[config.mk]
export PLATFORM = sky130hd
export DESIGN_NAME = telnet_3270_rx_stream_decoder_flat
export DESIGN_NICKNAME = d
export VERILOG_FILES = /design/src/rtl/t3270_pkg.sv /design/src/rtl/t3270_if.sv /design/src/rtl/t3270_step.sv /design/src/rtl/telnet_3270_rx_stream_decoder.sv /design/src/flat_wrapper.sv
export SDC_FILE = /design/constraint.sdc
export NUM_CORES = 1
export LEC_CHECK = 0
export BUFFER_PORTS_ARGS = -buffer_cell sky130_fd_sc_hd__buf_4
export CAP_MARGIN = 20
export CORE_UTILIZATION = 60
export CTS_CLUSTER_SIZE = 28
export DETAILED_ROUTE_END_ITERATION = 16
export PLACE_DENSITY = 0.8
export SETUP_SLACK_MARGIN = 0.2
export SLEW_MARGIN = 20
export SYNTH_ARGS = -nofsm -noshare
export SYNTH_HDL_FRONTEND = slang
export SYNTH_SLANG_ARGS = --single-unit
[constraint.sdc]
create_clock -name clk -period 18.3 [get_ports clk]
set_input_delay 2.745 -clock clk [delete_from_list [all_inputs] [get_ports clk]]
set_output_delay 2.745 -clock clk [all_outputs]
set_load 0.005 [all_outputs]
[src/rtl/t3270_pkg.sv]
// shared types, codes and conversion functions for the 3270 receive decoder
`timescale 1ns / 1ps
package t3270_pkg;

  typedef enum logic [1:0] {
    MODE_ASCII_ANSI  = 2'd0,
    MODE_EBCDIC_ANSI = 2'd1,
    MODE_3270        = 2'd2,
    MODE_3270_HEX    = 2'd3
  } term_mode_t;

  typedef enum logic [1:0] {
    CFG_TERM_MODE   = 2'd0,
    CFG_HEADER_SKIP = 2'd1,
    CFG_DATA_LIMIT  = 2'd2,
    CFG_UNUSED      = 2'd3
  } cfg_index_t;

  typedef enum logic {
    EV_CHAR     = 1'b0,
    EV_KBD_TURN = 1'b1
  } event_kind_t;

  localparam int unsigned CountW = 11;

  localparam logic [7:0]        XON_CODE    = 8'h11;
  localparam logic [7:0]        IAC_CODE    = 8'hFF;
  localparam logic [7:0]        EOR_CODE    = 8'hEF;
  localparam logic [7:0]        KBD_UNLOCK  = 8'hC3;
  localparam logic [7:0]        CHAR_X      = 8'h58;
  localparam logic [CountW-1:0] COUNT_MAX   = 11'd2047;
  localparam logic [CountW-1:0] KBD_POS     = 11'd2;
  localparam logic [CountW-1:0] HEADER_RST  = 11'd7;
  localparam logic [CountW-1:0] LIMIT_RST   = 11'd1767;
  localparam term_mode_t        MODE_RST    = MODE_ASCII_ANSI;

  // per-record decoder state
  typedef struct packed {
    logic              iac_pending;
    logic [CountW-1:0] record_count;
    logic [7:0]        keyboard_code;
    logic              ignore_rest;
    logic              hex_pending;
    logic [3:0]        hex_high;
  } dec_state_t;

  typedef struct packed {
    term_mode_t        term_mode;
    logic [CountW-1:0] header_skip;
    logic [CountW-1:0] data_limit;
  } dec_cfg_t;

  // ebcdic to local character, zero when unmapped
  function automatic logic [7:0] ebc_to_local(input logic [7:0] b);
    logic [7:0] c;
    begin
      c = 8'h00;
      case (b) inside
        [8'h81:8'h89]: c = b - 8'h20;
        [8'h91:8'h99]: c = b - 8'h27;
        [8'hA2:8'hA9]: c = b - 8'h2F;
        [8'hC1:8'hC9]: c = b - 8'h80;
        [8'hD1:8'hD9]: c = b - 8'h87;
        [8'hE2:8'hE9]: c = b - 8'h8F;
        [8'hF0:8'hF9]: c = b - 8'hC0;
        8'h15, 8'h25:  c = 8'h0A;
        8'h27:         c = 8'h1B;
        8'h40:         c = 8'h20;
        8'h5A:         c = 8'h21;
        8'h7F:         c = 8'h22;
        8'h7B:         c = 8'h23;
        8'h5B:         c = 8'h24;
        8'h6C:         c = 8'h25;
        8'h50:         c = 8'h26;
        8'h7D:         c = 8'h27;
        8'h4D:         c = 8'h28;
        8'h5D:         c = 8'h29;
        8'h5C:         c = 8'h2A;
        8'h4E:         c = 8'h2B;
        8'h6B:         c = 8'h2C;
        8'h60:         c = 8'h2D;
        8'h4B:         c = 8'h2E;
        8'h61:         c = 8'h2F;
        8'h7A:         c = 8'h3A;
        8'h5E:         c = 8'h3B;
        8'h4C:         c = 8'h3C;
        8'h7E:         c = 8'h3D;
        8'h6E:         c = 8'h3E;
        8'h6F:         c = 8'h3F;
        8'h7C:         c = 8'h40;
        8'hAD:         c = 8'h5B;
        8'hE0:         c = 8'h5C;
        8'hBD:         c = 8'h5D;
        8'h5F:         c = 8'h5E;
        8'h6D:         c = 8'h5F;
        8'h79:         c = 8'h60;
        8'hC0:         c = 8'h7B;
        8'h4F:         c = 8'h7C;
        8'hD0:         c = 8'h7D;
        8'hA1:         c = 8'h7E;
        default:       c = 8'h00;
      endcase
      return c;
    end
  endfunction

  // upper-case hex digit value in [3:0], bit 4 set when not a digit
  function automatic logic [4:0] hex_value(input logic [7:0] c);
    logic [4:0] d;
    begin
      d = 5'h10;
      if (c inside {[8'h30:8'h39]}) begin
        d = {1'b0, c[3:0]};
      end else if (c inside {[8'h41:8'h46]}) begin
        d = {1'b0, c[3:0] + 4'd9};
      end
      return d;
    end
  endfunction

endpackage

[src/rtl/t3270_if.sv]
// valid/ready channel interfaces for the receive byte, result and register write
`timescale 1ns / 1ps
interface t3270_rx_if;
  logic       valid;
  logic       ready;
  logic [7:0] rx_byte;
  modport source (output valid, output rx_byte, input ready);
  modport sink (input valid, input rx_byte, output ready);
endinterface

interface t3270_res_if;
  logic       valid;
  logic       ready;
  logic       event_kind;
  logic [7:0] char_out;
  modport source (output valid, output event_kind, output char_out, input ready);
  modport sink (input valid, input event_kind, input char_out, output ready);
endinterface

interface t3270_cfg_if;
  logic        valid;
  logic        ready;
  logic [1:0]  index;
  logic [10:0] data;
  modport source (output valid, output index, output data, input ready);
  modport sink (input valid, input index, input data, output ready);
endinterface

[src/rtl/t3270_step.sv]
// next-state and result logic for one received byte
`timescale 1ns / 1ps
module t3270_step (
  input  t3270_pkg::dec_cfg_t   cfg,
  input  t3270_pkg::dec_state_t st,
  input  logic [7:0]            rx_byte,
  output t3270_pkg::dec_state_t st_nxt,
  output logic                  res_valid,
  output logic                  res_kind,
  output logic [7:0]            res_char
);

  logic [7:0]                     conv_b;
  logic [4:0]                     digit_b;
  logic [7:0]                     conv_pair;
  logic [t3270_pkg::CountW-1:0]   count_inc;
  logic [t3270_pkg::CountW-1:0]   count_now;
  logic                           is_data;
  logic [4:0]                     digit_c;

  assign conv_b    = t3270_pkg::ebc_to_local(rx_byte);
  assign digit_b   = t3270_pkg::hex_value(conv_b);
  assign conv_pair = t3270_pkg::ebc_to_local({st.hex_high, digit_b[3:0]});
  assign digit_c   = digit_b;
  assign count_inc = (st.record_count < t3270_pkg::COUNT_MAX) ?
                     st.record_count + 1'b1 : st.record_count;

  always_comb begin
    st_nxt    = st;
    res_valid = 1'b0;
    res_kind  = t3270_pkg::EV_CHAR;
    res_char  = 8'h00;
    is_data   = 1'b0;
    count_now = st.record_count;
    case (cfg.term_mode)
      t3270_pkg::MODE_ASCII_ANSI: begin
        res_valid = 1'b1;
        if (rx_byte == t3270_pkg::XON_CODE) begin
          res_kind = t3270_pkg::EV_KBD_TURN;
        end else begin
          res_char = rx_byte;
        end
      end
      t3270_pkg::MODE_EBCDIC_ANSI: begin
        if (rx_byte == t3270_pkg::XON_CODE) begin
          res_valid = 1'b1;
          res_kind  = t3270_pkg::EV_KBD_TURN;
        end else if (conv_b != 8'h00) begin
          res_valid = 1'b1;
          res_char  = conv_b;
        end
      end
      default: begin
        if (cfg.term_mode == t3270_pkg::MODE_3270_HEX && st.hex_pending) begin
          // low digit: taken raw, no iac, header or limit test
          st_nxt.hex_pending  = 1'b0;
          st_nxt.record_count = count_inc;
          if (digit_b[4] || conv_pair == 8'h00) begin
            st_nxt.ignore_rest = 1'b1;
          end else begin
            res_valid = 1'b1;
            res_char  = conv_pair;
          end
        end else begin
          if (st.iac_pending) begin
            st_nxt.iac_pending = 1'b0;
            if (rx_byte == t3270_pkg::EOR_CODE) begin
              st_nxt.record_count = '0;
              st_nxt.ignore_rest  = 1'b0;
              if (st.keyboard_code == t3270_pkg::KBD_UNLOCK) begin
                res_valid = 1'b1;
                res_kind  = t3270_pkg::EV_KBD_TURN;
              end
            end else if (rx_byte == t3270_pkg::IAC_CODE) begin
              is_data = 1'b1;
            end
          end else begin
            st_nxt.record_count = count_inc;
            count_now           = count_inc;
            if (rx_byte == t3270_pkg::IAC_CODE) begin
              st_nxt.iac_pending = 1'b1;
            end else begin
              is_data = 1'b1;
            end
          end
          if (is_data) begin
            if (count_now == t3270_pkg::KBD_POS) begin
              st_nxt.keyboard_code = rx_byte;
            end
            if (count_now > cfg.header_skip && count_now <= cfg.data_limit) begin
              if (cfg.term_mode == t3270_pkg::MODE_3270) begin
                if (conv_b != 8'h00) begin
                  res_valid = 1'b1;
                  res_char  = conv_b;
                end
              end else if (conv_b == t3270_pkg::CHAR_X) begin
                st_nxt.ignore_rest = 1'b1;
              end else if (!st.ignore_rest) begin
                if (digit_c[4]) begin
                  st_nxt.ignore_rest = 1'b1;
                end else begin
                  st_nxt.hex_high    = digit_c[3:0];
                  st_nxt.hex_pending = 1'b1;
                end
              end
            end
          end
        end
      end
    endcase
  end

endmodule

[src/rtl/telnet_3270_rx_stream_decoder.sv]
// top level of the 3270 receive stream decoder
`timescale 1ns / 1ps
//
// channel  | dir | payload                         | handshake
// ---------+-----+---------------------------------+-------------
// in_rx    | in  | rx_byte[7:0]                    | valid/ready
// out_res  | out | event_kind, char_out[7:0]       | valid/ready
// cfg_wr   | in  | index[1:0], data[10:0]          | valid/ready
//
// one byte per cycle sustained while out_res.ready stays high; a byte passes
// from its beat through the input register and then the result register
// the step logic and the decoder state advance together in a single cycle
// rst_n is synchronous; it clears both valid flags, the decoder state and
// loads the register reset values
// a stalled result holds; the input register still takes one more beat
// behind it, then in_rx.ready drops until the result is taken
// cfg_wr is always ready; writes to index 3 are dropped
//
module telnet_3270_rx_stream_decoder (
  input logic              clk,
  input logic              rst_n,
  t3270_rx_if.sink         in_rx,
  t3270_res_if.source      out_res,
  t3270_cfg_if.sink        cfg_wr
);

  // configuration registers
  t3270_pkg::dec_cfg_t   cfg_r;

  // input register
  logic                  in_vld_r;
  logic [7:0]            in_byte_r;

  // decoder state
  t3270_pkg::dec_state_t st_r;
  t3270_pkg::dec_state_t st_nxt;

  // result register
  logic                  out_vld_r;
  logic                  out_kind_r;
  logic [7:0]            out_char_r;

  logic                  res_valid;
  logic                  res_kind;
  logic [7:0]            res_char;
  logic                  proc_fire;
  logic                  in_beat;

  // process the held byte once the result register has room
  assign proc_fire = in_vld_r && (!out_vld_r || out_res.ready);
  assign in_beat   = in_rx.valid && in_rx.ready;

  assign in_rx.ready        = !in_vld_r || proc_fire;
  assign cfg_wr.ready       = 1'b1;
  assign out_res.valid      = out_vld_r;
  assign out_res.event_kind = out_kind_r;
  assign out_res.char_out   = out_char_r;

  t3270_step u_step (
    .cfg       (cfg_r),
    .st        (st_r),
    .rx_byte   (in_byte_r),
    .st_nxt    (st_nxt),
    .res_valid (res_valid),
    .res_kind  (res_kind),
    .res_char  (res_char)
  );

  // register writes
  always_ff @(posedge clk) begin
    if (!rst_n) begin
      cfg_r.term_mode   <= t3270_pkg::MODE_RST;
      cfg_r.header_skip <= t3270_pkg::HEADER_RST;
      cfg_r.data_limit  <= t3270_pkg::LIMIT_RST;
    end else if (cfg_wr.valid) begin
      case (cfg_wr.index)
        t3270_pkg::CFG_TERM_MODE:   cfg_r.term_mode   <= t3270_pkg::term_mode_t'(cfg_wr.data[1:0]);
        t3270_pkg::CFG_HEADER_SKIP: cfg_r.header_skip <= cfg_wr.data;
        t3270_pkg::CFG_DATA_LIMIT:  cfg_r.data_limit  <= cfg_wr.data;
        default: ;
      endcase
    end
  end

  // input register
  always_ff @(posedge clk) begin
    if (!rst_n) begin
      in_vld_r <= 1'b0;
    end else if (in_rx.ready) begin
      in_vld_r <= in_rx.valid;
    end
  end

  always_ff @(posedge clk) begin
    if (in_beat) begin
      in_byte_r <= in_rx.rx_byte;
    end
  end

  // decoder state moves only when a byte is processed
  always_ff @(posedge clk) begin
    if (!rst_n) begin
      st_r <= '0;
    end else if (proc_fire) begin
      st_r <= st_nxt;
    end
  end

  // result register
  always_ff @(posedge clk) begin
    if (!rst_n) begin
      out_vld_r <= 1'b0;
    end else if (proc_fire) begin
      out_vld_r <= res_valid;
    end else if (out_res.ready) begin
      out_vld_r <= 1'b0;
    end
  end

  always_ff @(posedge clk) begin
    if (proc_fire && res_valid) begin
      out_kind_r <= res_kind;
      out_char_r <= res_char;
    end
  end

endmodule

[src/flat_wrapper.sv]
// flat-port wrapper written by rule: the top's interface ports become plain ports
module telnet_3270_rx_stream_decoder_flat 
  (clk, rst_n, in_rx_valid, in_rx_rx_byte, in_rx_ready, out_res_valid, out_res_event_kind, out_res_char_out, out_res_ready, cfg_wr_valid, cfg_wr_index, cfg_wr_data, cfg_wr_ready);
  t3270_rx_if in_rx_i ();
  t3270_res_if out_res_i ();
  t3270_cfg_if cfg_wr_i ();
  input logic clk;
  input logic rst_n;
  input wire logic [$bits(in_rx_i.valid)-1:0] in_rx_valid;
  input wire logic [$bits(in_rx_i.rx_byte)-1:0] in_rx_rx_byte;
  output wire logic [$bits(in_rx_i.ready)-1:0] in_rx_ready;
  output wire logic [$bits(out_res_i.valid)-1:0] out_res_valid;
  output wire logic [$bits(out_res_i.event_kind)-1:0] out_res_event_kind;
  output wire logic [$bits(out_res_i.char_out)-1:0] out_res_char_out;
  input wire logic [$bits(out_res_i.ready)-1:0] out_res_ready;
  input wire logic [$bits(cfg_wr_i.valid)-1:0] cfg_wr_valid;
  input wire logic [$bits(cfg_wr_i.index)-1:0] cfg_wr_index;
  input wire logic [$bits(cfg_wr_i.data)-1:0] cfg_wr_data;
  output wire logic [$bits(cfg_wr_i.ready)-1:0] cfg_wr_ready;
  assign in_rx_i.valid = in_rx_valid;
  assign in_rx_i.rx_byte = in_rx_rx_byte;
  assign in_rx_ready = in_rx_i.ready;
  assign out_res_valid = out_res_i.valid;
  assign out_res_event_kind = out_res_i.event_kind;
  assign out_res_char_out = out_res_i.char_out;
  assign out_res_i.ready = out_res_ready;
  assign cfg_wr_i.valid = cfg_wr_valid;
  assign cfg_wr_i.index = cfg_wr_index;
  assign cfg_wr_i.data = cfg_wr_data;
  assign cfg_wr_ready = cfg_wr_i.ready;
  telnet_3270_rx_stream_decoder u_core (.clk(clk), .rst_n(rst_n), .in_rx(in_rx_i), .out_res(out_res_i), .cfg_wr(cfg_wr_i));
endmodule
==> summary.json, run 1 <==
{
  "outcome": "complete, no violations",
  "grt_first_pass_wirelength_microns": 45900,
  "dominantRegCellSynth": "sky130_fd_sc_hd__dfxtp_1",
  "max-vdd-ir-drop_uv": 58.7,
  "final_period_minus_worst_setup_slack_ns": 8.86,
  "setup_tns_ns": 0,
  "synth.lib_cells_used.distinct": 102,
  "hold_viol_final": 0,
  "num_antenna_cells": 0,
  "postCtsSetupBuffers": 0,
  "min_period_over_period_pct": 48.4,
  "post-synth-top-area-cell": "sky130_fd_sc_hd__dfxtp_1",
  "grt_util_all_layers_pct": 41.7,
  "endpoint_kind": "flip-flop",
  "setup.worst_path.class": "flip-flop to flip-flop",
  "worst_slack_ns": 9.44,
  "wl_per_cell_microns": 23.6,
  "max_freq_mhz": 113,
  "post_synth_most_frequent_cells": "sky130_fd_sc_hd__nand2_1, sky130_fd_sc_hd__nor2_1, sky130_fd_sc_hd__a21oi_1, sky130_fd_sc_hd__o21ai_0, sky130_fd_sc_hd__dfxtp_1",
  "largest_clock_skew_in_the_final_design_ns": 0.00621,
  "critical_path_cell_count": 25,
  "grt_start_max_net_pins": 42,
  "chip_height_microns": 117,
  "maxSlewViolCount": 0,
  "routed-via-count": 9576,
  "critPathLaunchType": "flip-flop",
  "area.sequential_sq_um": 1550,
  "tritoncts_num_sinks": 69,
  "synth_area_per_cell_sq_um": 7.27,
  "drive_above_1_share_pct": 9.75,
  "timing.critical_path.slowest_stage_cell": "sky130_fd_sc_hd__a2111oi_2",
  "report.final.setup_viol": 0,
  "floorplan.die_area_sq_um": 13800,
  "ant_nets": 0,
  "synth-edff-count": 17,
  "reg2reg_from": "u_core.in_byte_r[1]$_DFFE_PP_",
  "synth-seq-cells": 69,
  "numCtsBuffers": 9,
  "crit_path_max_fanout": 17,
  "design.final.nets": 1168,
  "route.detailed.vias_per_inst": 7.55,
  "cp_data_required_time_ns": 18.26,
  "power-per-cell-area_nw_per_um2": 53.1,
  "floorplan.io_pins": 38,
  "yosysMostFrequentCell": "sky130_fd_sc_hd__nand2_1",
  "root_buffer": "sky130_fd_sc_hd__clkbuf_16",
  "global_route.overflow_total": 0,
  "clock_latency_of_the_later_clocked_register_in_the_worst_skew_pair_ns": 0.33,
  "syn-instance-count": 1099,
  "post_cts_hold_buffer_count": 0,
  "maxCapViolCount": 0,
  "rr_endpoint": "u_core.out_res.char_out[7]$_DFFE_PP_",
  "crit_family": "compound AO/OA/AOI/OAI gates",
  "clockBufferDepth": 2,
  "route.detailed.drc": 0,
  "cellLeakagePower_uw": 0.00328,
  "postCtsResizedCells": 0,
  "die_w_microns": 117,
  "initial_utilization_pct": 62.3,
  "wl_final_microns": 29900,
  "worst_pin_slew_ns": 1.07,
  "port-buffer-count": 36,
  "rsz0062_at_grt": "false",
  "worstPathArrival_ns": 8.81,
  "area_delta_synth_final_pct": 6.48,
  "post_synth_main_area_contributors": "sky130_fd_sc_hd__dfxtp_1, sky130_fd_sc_hd__ha_1, sky130_fd_sc_hd__nand2_1",
  "detailedRoute.firstIterationViolations": 1871,
  "rows": 41,
  "drtPass1Iterations": 6,
  "worst-r2r-cell-count": 25,
  "cts_tree": "yes",
  "initial_antenna_violation_count": 0,
  "worst_setup_hold_path_clk_slew_ns": 0.06,
  "dpl.hpwl_microns": 21500,
  "yosys.area.top_type_share_pct": 13.0,
  "net_count_of_the_mapped_netlist": 1175,
  "r2r_setup_slack_ns": 9.44,
  "place.gp.congestion": 1.04,
  "cp-startpoint": "u_core.in_byte_r[1]$_DFFE_PP_",
  "core_sq_um": 12800,
  "worst_path_largest_cell_delay_ns": 0.63,
  "crit_path_end": "u_core.out_res.char_out[7]$_DFFE_PP_",
  "ys.warnings.count": 0,
  "dp_worst_setup_slack_ns": 9.79,
  "area_of_the_multi_input_gates_sq_um": 5920,
  "synth_seq_area_share_pct": 19.4,
  "grt_pass1_vias": 8569,
  "cts_max_level": 3,
  "path_buf_inv": 2,
  "slew-limit-headroom_pct": 28.5,
  "fill_cells": 1099,
  "hold_path.class": "flip-flop to flip-flop",
  "netlist_area_sq_um": 8000,
  "async_flop_share_pct": 0
}
[layout by cell type (no fill, tap or decap), drive strengths merged, types with 15 or more instances in the layout]
master and count:
nor2 93, nor2b 15, nand2 139, nor3 40, a211oi 18, buf 46, nand2b 18, o211ai 23
ha 50, nand3 48, o22ai 15, o21a 19, a31oi 25, edfxtp 17, inv 53, a21oi 69
nand4 20, o21ai 60, dfxtp 52, and2 15, and3 19
[flip-flops by register name (all words and copies together) (netlist names)]
signal	cells
u_core.st_r	26
u_core.cfg_r	24
u_core.in_byte_r	8
u_core.out_res.char_out	8
u_core.in_vld_r	1
u_core.out_res.event_kind	1
u_core.out_res.valid	1
[area by class of cell]
cell class | count | share of cell area [%]
Multi-Input combinational cell | 913 | 69.6
Sequential cell | 69 | 18.2
Clock inverter | 4 | 0.265
Clock buffer | 12 | 3.01
Inverter | 53 | 2.34
Timing Repair Buffer | 46 | 4.06
Tap cell | 172 | 2.53
[tightest hold or removal path: stages (launching register included)]
cell and delay [ns]:
sky130_fd_sc_hd__dfxtp_1 0.31, sky130_fd_sc_hd__nand2_1 0.05, sky130_fd_sc_hd__a21oi_1 0.05
[kinds of logic after synthesis]
logic type      count (synthesis)  synth area share [%]
simple gates                  469                  29.7
compound gates                365                  33.1
buf+inv                       117                  6.54
flops                          69                  19.4
fa+ha+maj                      50                  7.82
xor+xnor                       16                  1.75
mux                            12                  1.56
other cells                     1                0.0469
[worst min-delay path by stage]
stage | cells after the start | slack [ns] | start | end
final | 2 | 0.46 | u_core.cfg_r[18]$_SDFFE_PN0P_ | u_core.cfg_r[18]$_SDFFE_PN0P_
after global routing | 2 | 0.47 | u_core.cfg_r[14]$_SDFFE_PN0P_ | u_core.cfg_r[14]$_SDFFE_PN0P_
after CTS | 2 | 0.46 | u_core.cfg_r[14]$_SDFFE_PN0P_ | u_core.cfg_r[14]$_SDFFE_PN0P_
after detailed placement | 2 | 0.45 | u_core.cfg_r[14]$_SDFFE_PN0P_ | u_core.cfg_r[14]$_SDFFE_PN0P_
after global placement | 2 | 0.44 | u_core.cfg_r[15]$_SDFFE_PN0P_ | u_core.cfg_r[15]$_SDFFE_PN0P_
after floorplan | 2 | 0.44 | u_core.cfg_r[14]$_SDFFE_PN0P_ | u_core.cfg_r[14]$_SDFFE_PN0P_
[routing by layer]
metal  up-vias  track usage, %  routed length [microns]
li1       4152               -                        -
met1      4416            54.2                    11600
met2       828            63.9                    13000
met3       180            9.48                     3660
met4         0            22.5                     1670
met5         -               0                        0
[power by group]
part           switching, uW  internal, uW
logic                   83.9          38.7
registers               5.07           162
clock network           64.3          98.3
total                    153           299
[per-stage QoR]
| step | total power, uW | instance area [sq um] | hold slack [ns] | instances | utilization, % |
|---|---|---|---|---|---|
| floorplan | 253 | 8000 | 0.436 | 1099 | - |
| global placement | 286 | 8230 | 0.443 | 1253 | 64.2 |
| detailed placement | 286 | 8230 | 0.448 | 1253 | 64.2 |
| CTS | 445 | 8510 | 0.455 | 1269 | 66.4 |
| global route | 464 | 8510 | 0.473 | 1269 | 66.4 |
| finish | 452 | 8510 | 0.458 | 1269 | 66.4 |
No activity file was read; power rests on OpenSTA's default activity.
==> inputs of run 2 (changes only) <==
--- a/config.mk
+++ b/config.mk
@@ -7,10 +7,10 @@
 export LEC_CHECK = 0
 export BUFFER_PORTS_ARGS = -buffer_cell sky130_fd_sc_hd__buf_4
 export CAP_MARGIN = 20
-export CORE_UTILIZATION = 60
+export CORE_UTILIZATION = 58
 export CTS_CLUSTER_SIZE = 28
 export DETAILED_ROUTE_END_ITERATION = 16
-export PLACE_DENSITY = 0.8
+export PLACE_DENSITY = 0.81
 export SETUP_SLACK_MARGIN = 0.2
 export SLEW_MARGIN = 20
 export SYNTH_ARGS = -nofsm -noshare
==> constraint.sdc (replaced) <==
create_clock -name clk -period 7.2 [get_ports clk]
set_input_delay 1.08 -clock clk [delete_from_list [all_inputs] [get_ports clk]]
set_output_delay 1.08 -clock clk [all_outputs]
set_load 0.005 [all_outputs]
==> run 2 against run 1 <==
  * Cell area is 7.6% higher
  * Non-clock buffer count is 68 higher
  * Critical path depth is 3 higher
  * Largest power group is now the clock network
  * Count of clock-buffer cells in the layout is 2 lower
  * First-iteration DRC count is 15% lower
  * Sequential power grew to 2.5 times the previous value
  * Largest cell class unchanged
  * Global-route usage is 1.4 points lower
  * Die area is 3.4% higher
  * Final cell count is 5.7% higher
  * Clock power grew to 2.6 times the previous value
  * Utilization is 2.2 points higher
  * Register-to-register slack worse by 9.0 ns
==> summary.json, run 2 (same netlist as run 1, synthesis figures left out) <==
{
  "outcome": "complete, no violations",
  "maxCapViolCount": {"value": 0, "change": "unchanged"},
  "switching_share": {"value": 35.1, "unit": "%", "change": "+1.2 points"},
  "route.detailed.drc": {"value": 0, "change": "unchanged"},
  "detailedRoute.firstIterationViolations": {"value": 1595, "change": "-15%"},
  "ant_nets": {"value": 0, "change": "unchanged"},
  "final_period_minus_worst_setup_slack": {"value": 6.77, "unit": "ns", "change": "-2.09 ns"},
  "max-vdd-ir-drop": {"value": 217, "unit": "uV", "change": "+270%"},
  "cp_data_required_time": {"value": 7.24, "unit": "ns", "change": "-11.02 ns"},
  "area_of_the_multi_input_gates": {"value": 6040, "unit": "sq um", "change": "+2.0%"},
  "timing.critical_path.slowest_stage_cell": "sky130_fd_sc_hd__edfxtp_1",
  "num_antenna_cells": {"value": 0, "change": "unchanged"},
  "hold_viol_final": {"value": 0, "change": "unchanged"},
  "cts_tree": "yes",
  "grt_util_all_layers": {"value": 40.3, "unit": "%", "change": "-1.4 points"},
  "fill_cells": {"value": 1175, "change": "+6.9%"},
  "p_int": {"value": 782, "unit": "uW", "change": "+160%"},
  "min_period_over_period": {"value": 94.0, "unit": "%", "change": "+46 points"},
  "slew-limit-headroom": {"value": 28.3, "unit": "%", "change": "-0.16 points"},
  "hold_path_depth": {"value": 2, "change": "unchanged"},
  "worst_setup_hold_path_clk_slew": {"value": 0.06, "unit": "ns", "change": "about the same"},
  "worstPathArrival": {"value": 6.81, "unit": "ns", "change": "-2.00 ns"},
  "die_w": {"value": 119, "unit": "microns", "change": "+1.7%"},
  "grt_first_pass_wirelength": {"value": 45000, "unit": "microns", "change": "-2.0%"},
  "register_name_with_the_most_flops": "u_core.st_r",
  "place.gp.congestion": {"value": 1.06, "change": "+2.1%"},
  "worst_path_largest_cell_delay": {"value": 0.44, "unit": "ns", "change": "-0.19 ns"},
  "layout.cells.most_common": "sky130_fd_sc_hd__nand2_1",
  "cellLeakagePower": {"value": 0.00362, "unit": "uW", "change": "+10%"},
  "grt_pass1_vias": {"value": 8326, "change": "-2.8%"},
  "seq_power_share": {"value": 35.0, "unit": "%", "change": "-1.9 points"},
  "max_freq": {"value": 148, "unit": "MHz", "change": "+31%"},
  "rows": {"value": 42, "change": "+2.4%"},
  "mostFrequentLayoutCells": "sky130_fd_sc_hd__nand2_1, sky130_fd_sc_hd__buf_4, sky130_fd_sc_hd__nor2_1",
  "chip_height": {"value": 119, "unit": "microns", "change": "+1.7%"},
  "clockBufferDepth": {"value": 2, "change": "unchanged"},
  "wl_final": {"value": 29400, "unit": "microns", "change": "-1.8%"},
  "initial_antenna_violation_count": {"value": 0, "change": "unchanged"},
  "maxSlewViolCount": {"value": 0, "change": "unchanged"},
  "drtPass1Iterations": {"value": 8, "change": "+2"},
  "rsz0062_at_grt": "false",
  "grt_start_max_net_pins": {"value": 42, "change": "unchanged"},
  "switchingPower": {"value": 423, "unit": "uW", "change": "+180%"},
  "report.final.setup_viol": {"value": 0, "change": "unchanged"},
  "port-buffer-count": {"value": 36, "change": "unchanged"},
  "core": {"value": 13300, "unit": "sq um", "change": "+4.1%"},
  "endpoint_kind": "flip-flop",
  "share_of_power_burned_in_the_clock_network": {"value": 35.1, "unit": "%", "change": "-0.9 points"},
  "floorplan.die_area": {"value": 14300, "unit": "sq um", "change": "+3.4%"},
  "crit_path_frequent_cell": "sky130_fd_sc_hd__ha_1",
  "largest_reg_flops": {"value": 26, "change": "unchanged"},
  "worst_pin_slew": {"value": 1.07, "unit": "ns", "change": "-0.00158 ns"},
  "design.final.nets": {"value": 1236, "change": "+5.8%"},
  "initial_utilization": {"value": 59.9, "unit": "%", "change": "-2.4 points"},
  "hold_path.class": "flip-flop to flip-flop",
  "cts_max_level": {"value": 3, "change": "unchanged"},
  "drive_above_1_share": {"value": 16.9, "unit": "%", "change": "+7.2 points"},
  "floorplan.io_pins": {"value": 38, "change": "unchanged"},
  "wl_per_cell": {"value": 21.9, "unit": "microns", "change": "-7.0%"},
  "root_buffer": "sky130_fd_sc_hd__clkbuf_16",
  "setup.worst_path.class": "flip-flop to flip-flop",
  "area_delta_synth_final_pct": 14.6,
  "crit_path_max_fanout": {"value": 8, "change": "-9"},
  "worst-r2r-cell-count": {"value": 28, "change": "+12%"},
  "post-place-cells": {"value": 1311, "change": "+4.6%"},
  "area.sequential": {"value": 1550, "unit": "sq um", "change": "unchanged"},
  "dp_worst_setup_slack": {"value": -0.000163, "unit": "ns", "change": "-9.79 ns"},
  "dpl.hpwl": {"value": 21900, "unit": "microns", "change": "+1.9%"},
  "critPathLaunchType": "flip-flop",
  "global_route.overflow_total": {"value": 0, "change": "unchanged"},
  "combPwrFrac": {"value": 30.0, "unit": "%", "change": "+2.9 points"},
  "route.detailed.vias_per_inst": {"value": 7.09, "change": "-6.1%"},
  "tritoncts_num_sinks": {"value": 69, "change": "unchanged"},
  "worst_slack": {"value": 0.431, "unit": "ns", "change": "-9.01 ns"},
  "routed-via-count": {"value": 9503, "change": "-0.76%"},
  "timing.hold.ws": {"value": 0.458, "unit": "ns", "change": "-0.000472 ns"},
  "clock_latency_of_the_later_clocked_register_in_the_worst_skew_pair": {"value": 0.35, "unit": "ns", "change": "+0.02 ns"},
  "power-per-cell-area": {"value": 132, "unit": "nW/um^2", "change": "+150%"},
  "top_regs": "u_core.st_r x26, u_core.cfg_r x24",
  "numCtsBuffers": {"value": 9, "change": "unchanged"},
  "largest_clock_skew_in_the_final_design": {"value": 0.0136, "unit": "ns", "change": "+0.00737 ns"},
  "post_layout_nonfiller_instances": {"value": 1341, "change": "+5.7%"}
}
-- run 2: routing by layer --
layer | up-vias | global-route usage, % | wire [microns]
met5 | - | 0 | 0
met1 | 4390 | 56.5 | 11900
li1 | 4277 | - | -
met2 | 702 | 60.4 | 12600
met4 | 0 | 16.3 | 1370
met3 | 134 | 7.76 | 3490
-- run 2: path summary, 6_finish.rpt --
check / from / end / slack (ns)
max reg2reg: u_core.in_byte_r[0]$_DFFE_PP_ / u_core.out_res.char_out[1]$_DFFE_PP_ / 0.43
min reg2reg: u_core.cfg_r[8]$_SDFFE_PN0P_ / u_core.cfg_r[8]$_SDFFE_PN0P_ / 0.46
max: u_core.in_byte_r[0]$_DFFE_PP_ / u_core.out_res.char_out[1]$_DFFE_PP_ / 0.43
min: u_core.cfg_r[8]$_SDFFE_PN0P_ / u_core.cfg_r[8]$_SDFFE_PN0P_ / 0.46
-- run 2: power groups by stage --
| stage | sequential [uW] | clock (uW) | combinational (uW) |
|---|---|---|---|
| 2_1_floorplan | 424 | 0 | 218 |
| 3_3_place_gp | 431 | 0 | 329 |
| 3_5_place_dp | 432 | 0 | 327 |
| 4_1_cts | 424 | 421 | 330 |
| 5_1_grt | 422 | 436 | 380 |
| 6_report | 421 | 422 | 361 |
-- run 2: through the flow --
| step | setup TNS [ns] | power [uW] | utilization (%) | instance area [sq um] |
|---|---|---|---|---|
| after global routing | 0 | 1240 | 68.6 | 9160 |
| after global placement | 0 | 760 | 64.8 | 8650 |
| after floorplan | 0 | 642 | - | 8000 |
| after CTS | 0 | 1170 | 66.9 | 8930 |
| after detailed placement | -0.000696 | 759 | 64.8 | 8650 |
| final | 0 | 1210 | 68.6 | 9160 |
-- run 2: final cells by class --
type | count | area share, %
Clock buffer | 10 | 2.61
Sequential cell | 69 | 16.9
Inverter | 53 | 2.17
Timing Repair Buffer | 114 | 9.48
Clock inverter | 6 | 0.410
Multi-Input combinational cell | 913 | 66.0
Tap cell | 176 | 2.40
-- run 2: critical path: cells and delay by family (launching register included) --
kind	cells	cell delay [ns]
simple gates	8	1.62
fa+ha+maj	3	0.79
compound gates	14	3.10
buf+inv	3	0.48
flops	1	0.44
-- run 2: what timing repair did --
action	CTS	global route
pin swaps	0	4
setup endpoints to repair	11	18
cloned	0	0
gates resized for setup	2	27
buffers inserted	0	14
hold buffers	0	0
